File: src/rtl/core/dpt_pkg.sv
// ----------------------------------------------------------------------------
// dpt_pkg
// Shared types, constants and helpers of the dirty pixel tracker.
// ----------------------------------------------------------------------------
`default_nettype none

package dpt_pkg;

   localparam int MAX_COLUMNS = 2048;
   localparam int MAX_ROWS    = 2048;

   localparam int CELLS       = MAX_COLUMNS * MAX_ROWS;
   localparam int CELL_W      = $clog2(CELLS);
   localparam int COUNT_W     = CELL_W + 1;

   // dirty map packed as rows of 32 marks
   localparam int DIRTY_BITS  = 32;
   localparam int BIT_W       = $clog2(DIRTY_BITS);
   localparam int DIRTY_ROWS  = (CELLS + DIRTY_BITS - 1) / DIRTY_BITS;
   localparam int ROW_W       = $clog2(DIRTY_ROWS);

   localparam int COORD_W     = 11;
   localparam int COLOUR_W    = 32;
   localparam int PITCH_W     = 16;
   localparam int BASE_W      = 30;
   localparam int AREA_W      = 12;
   localparam int ADDR_W      = 31;
   localparam int PROD_W      = COORD_W + PITCH_W;
   localparam int PACKED_W    = 2 * COORD_W;

   localparam logic [12:0]        COL_LIMIT  = 13'(MAX_COLUMNS);
   localparam logic [12:0]        ROW_LIMIT  = 13'(MAX_ROWS);
   localparam logic [CELL_W-1:0]  COLS_C     = CELL_W'(MAX_COLUMNS);
   localparam logic [CELL_W-1:0]  LAST_CELL  = CELL_W'(CELLS - 1);
   localparam logic [COUNT_W-1:0] CELLS_C    = COUNT_W'(CELLS);
   localparam logic [ROW_W-1:0]   LAST_ROW   = ROW_W'(DIRTY_ROWS - 1);

   // configuration register indexes
   localparam logic [1:0] REG_ACTIVE_WIDTH  = 2'd0;
   localparam logic [1:0] REG_ACTIVE_HEIGHT = 2'd1;
   localparam logic [1:0] REG_ROW_PITCH     = 2'd2;
   localparam logic [1:0] REG_FRAME_BASE    = 2'd3;

   typedef enum logic [2:0] {
      ST_STORED   = 3'd0,
      ST_OUT_AREA = 3'd1,
      ST_DRAINED  = 3'd2,
      ST_STALE    = 3'd3,
      ST_EMPTY    = 3'd4
   } status_type;

   typedef enum logic [2:0] {
      BK_CLEAR,
      BK_IDLE,
      BK_EDIT_MARK,
      BK_DRAIN_LOOK,
      BK_DRAIN_CLEAR,
      BK_RESULT
   } back_state_type;

   typedef struct packed {
      logic [AREA_W-1:0] active_width;
      logic [AREA_W-1:0] active_height;
      logic [PITCH_W-1:0] row_pitch;
      logic [BASE_W-1:0]  frame_base;
   } cfg_type;

   typedef struct packed {
      logic                is_drain;
      logic                in_area;
      logic [COORD_W-1:0]  x;
      logic [COORD_W-1:0]  y;
      logic [COLOUR_W-1:0] colour;
   } item_type;

   function automatic logic within_max(input logic [COORD_W-1:0] x,
                                       input logic [COORD_W-1:0] y);
      return ({2'b00, x} < COL_LIMIT) && ({2'b00, y} < ROW_LIMIT);
   endfunction

   function automatic logic in_area(input logic [COORD_W-1:0] x,
                                    input logic [COORD_W-1:0] y,
                                    input cfg_type            cfg);
      return ({1'b0, x} < cfg.active_width) && ({1'b0, y} < cfg.active_height) &&
             within_max(x, y);
   endfunction

   function automatic logic [CELL_W-1:0] cell_of(input logic [COORD_W-1:0] x,
                                                 input logic [COORD_W-1:0] y);
      return CELL_W'(y) * COLS_C + CELL_W'(x);
   endfunction

endpackage

`default_nettype wire

File: src/rtl/core/dpt_front.sv
// ----------------------------------------------------------------------------
// dpt_front
// Accept beats, classify them against the active area and queue them.
// ----------------------------------------------------------------------------
`default_nettype none

module dpt_front
   import dpt_pkg::*;
(
   input  wire logic                clock,
   input  wire logic                reset,
   input  wire cfg_type             cfg,
   input  wire logic                hold,
   input  wire logic                req_valid,
   output      logic                req_stall,
   input  wire logic                req_cmd,
   input  wire logic [COORD_W-1:0]  req_pixel_x,
   input  wire logic [COORD_W-1:0]  req_pixel_y,
   input  wire logic [COLOUR_W-1:0] req_pixel_colour,
   output      logic                q_valid,
   output      item_type            q_item,
   input  wire logic                q_pop
);

   item_type   slot_ff [2];
   logic       wr_ptr_ff, wr_ptr_in;
   logic       rd_ptr_ff, rd_ptr_in;
   logic [1:0] fill_ff, fill_in;
   logic       push;
   item_type   incoming;

   assign req_stall = hold || (fill_ff == 2'd2);
   assign push      = req_valid && !req_stall;
   assign q_valid   = (fill_ff != 2'd0);
   assign q_item    = slot_ff[rd_ptr_ff];

   always_comb begin
      incoming.is_drain = req_cmd;
      incoming.in_area  = in_area(req_pixel_x, req_pixel_y, cfg);
      incoming.x        = req_pixel_x;
      incoming.y        = req_pixel_y;
      incoming.colour   = req_pixel_colour;
      wr_ptr_in = push  ? !wr_ptr_ff : wr_ptr_ff;
      rd_ptr_in = q_pop ? !rd_ptr_ff : rd_ptr_ff;
      fill_in   = fill_ff + 2'(push) - 2'(q_pop);
   end

   always_ff @(posedge clock) begin
      if (reset) begin
         wr_ptr_ff <= 1'b0;
         rd_ptr_ff <= 1'b0;
         fill_ff   <= 2'd0;
      end else begin
         wr_ptr_ff <= wr_ptr_in;
         rd_ptr_ff <= rd_ptr_in;
         fill_ff   <= fill_in;
      end
      if (push) begin
         slot_ff[wr_ptr_ff] <= incoming;
      end
   end

endmodule

`default_nettype wire

File: config.mk
export PLATFORM = sky130hd
export DESIGN_NAME = dpt_front
export DESIGN_NICKNAME = d
export VERILOG_FILES = /design/src/rtl/core/dpt_pkg.sv /design/src/rtl/core/dpt_front.sv
export SDC_FILE = /design/constraint.sdc
export NUM_CORES = 1
export LEC_CHECK = 0
export ABC_AREA = 1
export BUFFER_PORTS_ARGS = -buffer_cell sky130_fd_sc_hd__buf_4
export CAP_MARGIN = 20
export CORE_ASPECT_RATIO = 0.7
export CORE_MARGIN = 3
export CORE_UTILIZATION = 46
export CTS_BUF_LIST = sky130_fd_sc_hd__clkbuf_8
export DETAILED_ROUTE_END_ITERATION = 6
export GPL_TIMING_DRIVEN = 0
export PLACE_DENSITY_LB_ADDON = 0.1
export SYNTH_ARGS = -nofsm -noshare
export SYNTH_HDL_FRONTEND = slang
export SYNTH_SLANG_ARGS = --single-unit
File: constraint.sdc
create_clock -name clock -period 3.09 [get_ports clock]
set_input_delay 0.309 -clock clock [delete_from_list [all_inputs] [get_ports clock]]
set_output_delay 0.309 -clock clock [all_outputs]
set_load 0.01 [all_outputs]
After elaboration in Yosys (flattened, before gate mapping)
Memory sizes are Yosys's and may differ from the RTL's. A register that Yosys moved wholly into a read port is not among the register bits.
Cells that the tools add are included.
- register bits: 4
- bits in latches: 0
- RAM bits: 112
- memory bits (read-only): 0
- input port bits: 130
- output and inout bits: 58
- word-level logic and storage cells: 20
- memories: 1
- memory list (name ; depth ; width ; read ports ; clocked after Yosys merged registers in ; wr ports ; RTL line ; text):
    slot_ff ; 2 ; 56 ; 1 ; 1 ; 1 ; dpt_front.sv:25 ; item_type slot_ff [2];
- add/sub/neg operators: 2
- $mul: 0
- div/mod/pow operators: 0
- magnitude comparators: 2
- equal/unequal tests: 1
- shift-type cells: 0
- multiplexer cells: 4
- bitwise logic cells: 0
- reductions and logical operators: 7
- operators by type and width (operator ; count):
    < comparator 11 x 12 -> 1 bit ; 2
    two-way mux 1 bit ; 4
    logical NOT 1 bit ; 3
    adder 2 x 1 -> 2 bit ; 1
    == test 2 bit, second input constant ; 1
    logical AND 1 bit ; 2
    nonzero test 2 bit ; 1
    subtractor 2 x 1 -> 2 bit ; 1
    logical OR 1 bit ; 1

Depth between registers and ports, before layout
- word-level depth: 6
- depth in mapped cells: 9
- depth with buffers taken out: 9

Worst setup path before layout
No wires, ideal clock.
- kind: register -> register
- start point: reg fill_ff[0]
- end point: mem slot_ff[1][0] (netlist bit) (enable)
- library setup time: 0.472 ns
- arrival: 2.939 ns
- required time: 2.618 ns
- path slack: -0.321 ns
- stages on the path, launching flop included: 5
- path buffers: 0
- path through: dfxtp_1 -> inv_1 -> nand2_1 -> nand3_1 -> nor2_1
- longest elaborated chain between the ends: 6
- ends and longest elaborated chain (what ; RTL line ; text):
    start, declared ; dpt_front.sv:28 ; logic [1:0] fill_ff, fill_in;
    start signal, assigned ; dpt_front.sv:56 ; fill_ff <= fill_in;
    == test 2 bit ; dpt_front.sv:32 ; assign req_stall = hold || (fill_ff == 2'd2);
    logical OR 1 bit ; dpt_front.sv:32 ;
    logical NOT 1 bit ; dpt_front.sv:33 ; assign push = req_valid && !req_stall;
    logical AND 1 bit ; dpt_front.sv:33 ;
    two-way mux 1 bit ; dpt_front.sv:58 ; if (push) begin
    two-way mux 1 bit (not written as such) ; dpt_front.sv:59 ; slot_ff[wr_ptr_ff] <= incoming;
    end, declared ; dpt_front.sv:25 ;
No other way between the ends.

Final worst setup path
- start point: reg fill_ff[0]
- end point: mem slot_ff[1][34] (netlist bit) (enable)
Same word-level chain as after synthesis.

==> results.yml <==
drt:
  viasPerCell: 4.51
  drc: 0
  wl_per_cell_um: 14.6
  num_vias: 2865
  drt_iter0_drc: 104
  drt-pass1-iter-count: 4
  drtAntennaViolNets: 0
  totalWireLength_um: 9280
synthesis:
  ys_types: 15
  synth_top_area_share_pct: 66.9
  yosys-top-cells-area: "edfxtp_1 67%, mux2_4 12%, ha_1 5.5%"
  ys_ff_latch: 117
  avgSynthCellArea_um2: 16.2
  ys_async_sr_fraction_pct: 0
  ys.flop_type: "edfxtp_1"
  synthAdderAreaFrac_pct: 5.48
  synth-edff-count: 112
  synth_nets: 463
  synth_most_common_cell: "edfxtp_1"
  syn_inst: 311
  yosysWarnings: 0
  synthXorXnorAreaFrac_pct: 0.349
  synthMuxAreaShare_pct: 15.5
  yosysSeqAreaShare_pct: 68.9
  syn-cell-area_um2: 5030
  synth_area_leader_cell: "edfxtp_1"
  synth_top_family_by_area: "multiplexers"
  synth_compound_area_share_pct: 0.498
  synth_commonest_cells: "112 x edfxtp_1, 42 x inv_1, 41 x nand2_1"
  synth-simple-area-share_pct: 4.88
place:
  dp_cells: 603
  dp_hpwl_um: 6700
  preCtsSetupSlack_ns: 0.907
  gp_congestion: 0.697
  port_buffers: 141
setup_path:
  worstPathRequired_ns: 3.19
  crit_type: "reg2reg"
  worstPathMaxFanout: 31
  endpoint_kind: "register"
  worst_setup_path_start_kind: "register"
  crit_path_max_incr_delay_ns: 0.76
  critical_path.cell_chain: "inv_1 -> nand2_1 -> nand3_1 -> nor2_4 -> buf_12"
  slowest_stage: "nor2_4"
  crit_arrival_ns: 2.24
global_route:
  grt_use_met2_pct: 25.1
  grt_overflow: 0
  met3_usage_pct: 6.68
  grt_max_degree: 32
  grt_pass1_wl_um: 14400
  antenna_found_initial: 0
  grt_use_met1_pct: 19.6
  grt_pass1_vias: 2997
  grt-busiest-layer: "met2"
  grt_usage_pct: 15.9
outcome:
  status: "finished clean"
floorplanning:
  die_w_um: 131
  io_pins: 188
  core_area_um2: 10500
  start_util_pct: 47.8
  rows: 31
  die_area_um2: 12200
  die_y_um: 93.5
power:
  vdd.ir_drop.worst_mv: 0.438
  power_density_nw_per_um2: 584
  power.leakage_nw: 2.93
worst_hold_path:
  hp-class: "in2reg"
sta:
  setup_ws_ns: 0.948
  max-slew-margin-rel_pct: 41.9
  rsz0062_at_grt: "no"
  worst_pin_slew_ns: 0.870
  hold_viol_final: 0
  skew_ns: 0.00688
  setup_tns_ns: 0
  finalCritPeriodShare_pct: 69.3
  max_freq_mhz: 467
  drv_slew: 0
  min_period_ns: 2.14
  setup_viol: 0
clocking:
  htreeDepth: 4
  numCtsBuffers: 17
  cts_root_buf: "clkbuf_8"
  cts_buffer_depth: 2
  cts_resized: 0
  clkLatencyLatePin_ns: 0.41
  post_cts_buffers: 0
  postCtsHoldBufs: 0
  path_clk_slew_ns: 0.07
  tritoncts: "yes"
  cts.sinks: 117
cells_and_area:
  syn2layout_area_growth_pct: 35.4
  drive_above_1_share_pct: 48.9
  fin_util_pct: 64.8
  fin_cells: 635
  fill_cells: 810
  nets: 626
  insertedDiodeCount: 0
flow_run:
  maxCapViolCount: 0
cell type report:
type | instances | area (µm²) | share of cell area (%)
Timing Repair Buffer | 144 | 1130 | 16.7
Multi-Input combinational cell | 146 | 1360 | 20.0
Buffer | 6 | 61.3 | 0.901
Tap cell | 148 | 185 | 2.72
Clock buffer | 17 | 234 | 3.44
Inverter | 42 | 158 | 2.32
Clock inverter | 15 | 213 | 3.12
Sequential cell | 117 | 3460 | 50.9
per-layer routing:
layer / up-vias / wire length (µm)
li1: 1436 / -
met1: 1341 / 4020
met2: 83 / 4520
met3: 5 / 681
met4: 0 / 61
met5: - / 0
per-stage QoR:
| step | power, mW | hold slack (ns) | cell area (µm²) |
|---|---|---|---|
| 5_1_grt | 4.15 | 0.0351 | 6810 |
| 3_5_place_dp | 2.47 | 0.496 | 6360 |
| 3_3_place_gp | 2.44 | 0.494 | 6270 |
| 4_1_cts | 4.02 | 0.0463 | 6810 |
| 2_1_floorplan | 2.18 | 0.380 | 5030 |
| 6_report | 3.98 | 0.0778 | 6810 |
where the power goes:
group / switching (mW) / internal [mW] / total (mW)
clock network: 0.606 / 0.951 / 1.56
registers: 0.0194 / 1.82 / 1.84
logic: 0.254 / 0.326 / 0.580
critical path, delay by kind of cell (launching register included):
| kind | cells | cell delay (ns) |
|---|---|---|
| buffers and inverters | 2 | 0.36 |
| AND/OR/NAND/NOR | 3 | 1.11 |
| flip-flops | 1 | 0.34 |
registers in the layout (all words and copies together), names as in the netlist, named ones only:
name and count:
slot_ff 112, wr_ptr_ff 1, rd_ptr_ff 1, fill_ff 2
cells by family (layout without fill, tap and decap cells):
| kind of cell | after synthesis | in the layout |
|---|---|---|
| multiplexers | 56 | 56 |
| buffers and inverters | 48 | 224 |
| XOR/XNOR | 2 | 2 |
| flip-flops | 117 | 117 |
| AND/OR/NAND/NOR | 61 | 61 |
| adder cells (fa/ha/maj) | 22 | 22 |
| AO/OA/AOI/OAI | 5 | 5 |
cell usage in the layout, fill, tap and decap left out:
master	Yosys	layout
mux2_4	40	40
xnor2_1	2	2
nor3b_1	2	2
dfxtp_1	5	5
inv_1	42	43
clkinv_4	0	2
buf_2	1	1
buf_12	0	1
ha_1	22	22
buf_16	0	2
clkinv_1	0	1
a21oi_1	5	5
bufinv_16	0	5
clkbuf_8	0	17
nand2_1	41	41
clkinv_2	0	3
mux2_2	16	16
nor2b_1	1	1
clkinvlp_4	0	3
nor2_1	12	10
nand3_1	5	5
edfxtp_1	112	112
buf_4	0	141
nor2_4	0	2
buf_6	5	5
worst paths after layout:
path	start	end	slack [ns]	cells past startpoint
setup / recovery	fill_ff[0]$_SDFF_PP0_	slot_ff[1][34]$_DFFE_PP_	0.95	5
hold / removal	req_pixel_colour[13]	slot_ff[0][13]$_DFFE_PP_	0.08	1
setup reg to reg	fill_ff[0]$_SDFF_PP0_	slot_ff[1][34]$_DFFE_PP_	0.95	5
hold reg to reg	rd_ptr_ff$_SDFFE_PP0P_	register	0.53	2
Power figures use the tool's default switching activity.
